**config.mk**
```make
export PLATFORM = sky130hd
export DESIGN_NAME = rvx_ram
export DESIGN_NICKNAME = d
export VERILOG_FILES = /design/src/hdl/rv32i_subset_execute_assert.svh /design/src/hdl/rvx_ram.sv
export SDC_FILE = /design/constraint.sdc
export NUM_CORES = 2
export LEC_CHECK = 0
export ABC_AREA = 1
export BUFFER_PORTS_ARGS = -buffer_cell sky130_fd_sc_hd__buf_4
export CORE_ASPECT_RATIO = 0.6
export CORE_MARGIN = 2
export CORE_UTILIZATION = 55
export DETAILED_ROUTE_END_ITERATION = 6
export PLACE_DENSITY_LB_ADDON = 0.2
export SETUP_SLACK_MARGIN = 0.4
export SYNTH_ARGS = -nofsm -noshare
export SYNTH_HDL_FRONTEND = slang
export SYNTH_SLANG_ARGS = --single-unit
```
**constraint.sdc**
```tcl
create_clock -name clk -period 1.9 [get_ports clk]
set_input_delay 0.19 -clock clk [delete_from_list [all_inputs] [get_ports clk]]
set_output_delay 0.19 -clock clk [all_outputs]
set_load 0.03 [all_outputs]
```
**src/hdl/rv32i_subset_execute_assert.svh**
```systemverilog
// Assertion macros used by the execute block top level.
`ifndef RV32I_SUBSET_EXECUTE_ASSERT_SVH
`define RV32I_SUBSET_EXECUTE_ASSERT_SVH
`ifndef SYNTHESIS
`define RVX_ASSERT(lbl, prop, msg) \
	lbl: assert property (@(posedge clk) disable iff (!arst_n) prop) else $error(msg);
`define RVX_NEVER(lbl, cond, msg) \
	lbl: assert property (@(posedge clk) disable iff (!arst_n) !(cond)) else $error(msg);
`else
`define RVX_ASSERT(lbl, prop, msg)
`define RVX_NEVER(lbl, cond, msg)
`endif
`endif

```
**src/hdl/rvx_ram.sv**
```systemverilog
// Generic single-write, single-read RAM with registered read data.
module rvx_ram #(
	parameter int WIDTH = 8,
	parameter int DEPTH = 256
) (
	input  logic                     clk,
	input  logic                     we,
	input  logic [$clog2(DEPTH)-1:0] waddr,
	input  logic [WIDTH-1:0]         wdata,
	input  logic                     re,
	input  logic [$clog2(DEPTH)-1:0] raddr,
	output logic [WIDTH-1:0]         rdata
);
	logic [WIDTH-1:0] mem_q [DEPTH];

	always_ff @(posedge clk) begin
		if (we) begin
			mem_q[waddr] <= wdata;
		end
		if (re) begin
			rdata <= mem_q[raddr];
		end
	end
endmodule

```
==> results.toml <==
[routing]
violation_count_after_the_first_detailed_routing_iteration = 9336
wl_per_cell_um = 25.7
avgViaCountPerCell = 6.12
postRouteWirelength_mm = 245
detailedRoute.firstPassIterationCount = 6
vias = 58300
drtAntennaViolNets = 0
drc_errors = 0

[yosys]
cells_after_synthesis = 7003
syn-cell-area_sq_um = 83500
synth.ff_latch_count = 2056
portion_of_the_post_synthesis_area_used_by_sequential_elements_pct = 74.0
synth.lib_cells_used.distinct = 13
post_synth.cell_area_avg_sq_um = 11.9
yosysWarnings = 0
mappedNetlistNets = 7030

[grt]
grt_util_all_layers_pct = 31.5
grt_antenna_before_repair = 6
grt_first_pass_wirelength_mm = 360
grt_overflow_total = 0
first_global_vias = 54000
grt_max_degree = 85

[clock_network]
clock_sink_count = 2056
cts_tree = "yes"
cts_root_buffer = "sky130_fd_sc_hd__clkbuf_16"
clk_latency_ns = 0.81
tritoncts.num_buffers = 180
postCtsSetupRepairBufs = 0
clockBufferDepth = 3
clkSlewWorstSetupHoldPaths_ns = 0.07
clock_tree.htree_level_count = 4

[setup_path]
critical_path_class = "reg2out"
critical-path-max-stage-delay_ns = 0.73
critPathMaxFanout = 1
worst_ep_required_time_ns = 1.71
start_kind = "flip-flop"
arrival_ns = 1.76
crit_path_end_kind = "output pin"
number_of_buffer_and_inverter_instances_along_the_worst_setup_path = 1
cell_by_cell_trace_of_the_critical_path = "buf_6"
critical-path-slowest-cell = "sky130_fd_sc_hd__edfxtp_1"
cp_top_family = "flip-flops"

[final_layout]
area_growth_pct = 19.6
seq_area_sq_um = 61700
multiInputGateArea_sq_um = 22500
nFillCells = 10800
drive_gt1_share_pct = 19.5
layout_common_cells = "sky130_fd_sc_hd__nand2_1 (2084), sky130_fd_sc_hd__edfxtp_1 (2056), sky130_fd_sc_hd__nand3_1 (1552)"
mostFrequentLayoutCell = "sky130_fd_sc_hd__nand2_1"
design.final.nets = 7387

[placement]
io_buffer_count = 34
routabilityCongestion = 0.914
hpwl_mm = 153

[power]
total_leakage_power_nw = 35.6
seq_power_share_pct = 53.2
power_density_nw_per_um2 = 943
vdd_drop_max_mv = 0.927
share_clk_of_total_power_pct = 39.0
p_sw_w = 0.0218
sw_frac_of_total_pct = 23.2
power_report.internal_total_w = 0.0724
combPwrFrac_pct = 7.9

[sta]
max_clock_freq_mhz = 512
finalCriticalPeriod_ns = 1.95
report.final.setup_viol = 6
relSlewSlack_pct = 20.2
rsz0062_at_grt = "yes"
worst_slack_ns = -0.0538
finalCritPeriodShare_pct = 103
total_negative_slack_for_setup_checks_ns = -0.141
worst-slew-pin-transition_ns = 1.20
hold-worst-slack_ns = 0.0724
finalClockSkew_ns = 0.0234
maxSlewViolCount = 0
final_hold_viol_count = 0

[die]
chipHeight_um = 306
die-area_sq_um = 155000
placeableCoreArea_sq_um = 150000
initial_utilization_pct = 55.5
dieWidth_um = 507
core.rowCount = 110
pin_count = 35

[status]
failing_checks = "negative setup slack"
status = "finished, violations left"

[flow_run]
cap_viol_max_count = 0

[min_path]
worst_hold_path_type = "in2reg"
synth_stat cells (all sizes together):
cell    instances  area (sq um)
nand2        2123          7970
edfxtp       2056         61700
nand3        2019         10100
inv            39           149
nor2          283          1060
clkbuf        112           420
buf           371          2030
layout make-up:
| type | instances | share of cell area (%) |
|---|---|---|
| clock inverter | 108 | 1.02 |
| sequential | 2056 | 61.8 |
| multi-input combinational | 4425 | 22.6 |
| tap | 2016 | 2.53 |
| antenna | 3 | 0.00752 |
| clock buffer | 221 | 4.77 |
| timing repair buffer | 658 | 7.07 |
| inverter | 39 | 0.180 |
registers in the layout (all words and copies together), names as in the netlist:
register and cells:
mem_q 2048, rdata 8
cell families after synthesis:
| logic type | synth area share [%] |
|---|---|
| AND/OR/NAND/NOR | 22.9 |
| buffers and inverters | 3.12 |
| flip-flops | 74.0 |
worst paths after layout:
path                       from  slack [ns]  depth (start not counted)           end
setup / recovery       rdata[0]       -0.05                          1      rdata[0]
hold / removal         waddr[7]        0.07                          4  mem_q[66][4]
setup reg to reg   mem_q[34][7]        0.22                         11      rdata[7]
hold reg to reg   mem_q[158][1]        1.09                         10      rdata[1]
worst reg2reg max path, delay by kind of cell, from the launching register on:
kind	cells	cell delay, ns
DFF	1	0.36
buffers and inverters	1	0.14
and+or+nand+nor	10	0.95
power by group through the flow:
| stage | logic [W] | clock network (W) | registers [W] |
|---|---|---|---|
| 6_report | 0.00742 | 0.0367 | 0.0501 |
| 5_1_grt | 0.00785 | 0.0387 | 0.0500 |
| 4_1_cts | 0.00693 | 0.0369 | 0.0501 |
| 3_5_place_dp | 0.00649 | 0 | 0.0510 |
| 3_3_place_gp | 0.00641 | 0 | 0.0510 |
| 2_1_floorplan | 0.00323 | 0 | 0.0510 |
metrics by stage:
| step | setup WS (ns) | instance area [sq um] | cells | power, W | utilization (%) |
|---|---|---|---|---|---|
| floorplan | 0.336 | 84200 | 7003 | 0.0543 | - |
| finish | -0.0538 | 99800 | 9526 | 0.0942 | 66.4 |
| global placement | -0.863 | 90800 | 9184 | 0.0575 | 60.4 |
| detailed placement | -0.844 | 90800 | 9184 | 0.0575 | 60.4 |
| global route | -0.0635 | 99800 | 9524 | 0.0966 | 66.4 |
| CTS | -0.0328 | 98300 | 9523 | 0.0939 | 65.4 |
metal layers:
layer / track usage [%] / wire length, um
met1: 50.4 / 103000
met2: 43.2 / 102000
met3: 7.67 / 34100
met4: 7.35 / 5220
met5: 0 / 36
repair_timing:
| action | CTS | global route |
|---|---|---|
| pin swaps | 82 | 171 |
| gates cloned | 0 | 0 |
| hold buffers | 10 | 0 |
| gates resized for setup | 326 | 282 |
| hold endpoints to repair | 444 | 0 |
| endpoints found under the setup margin | 16 | 16 |
(Power assumes the default switching activity.)
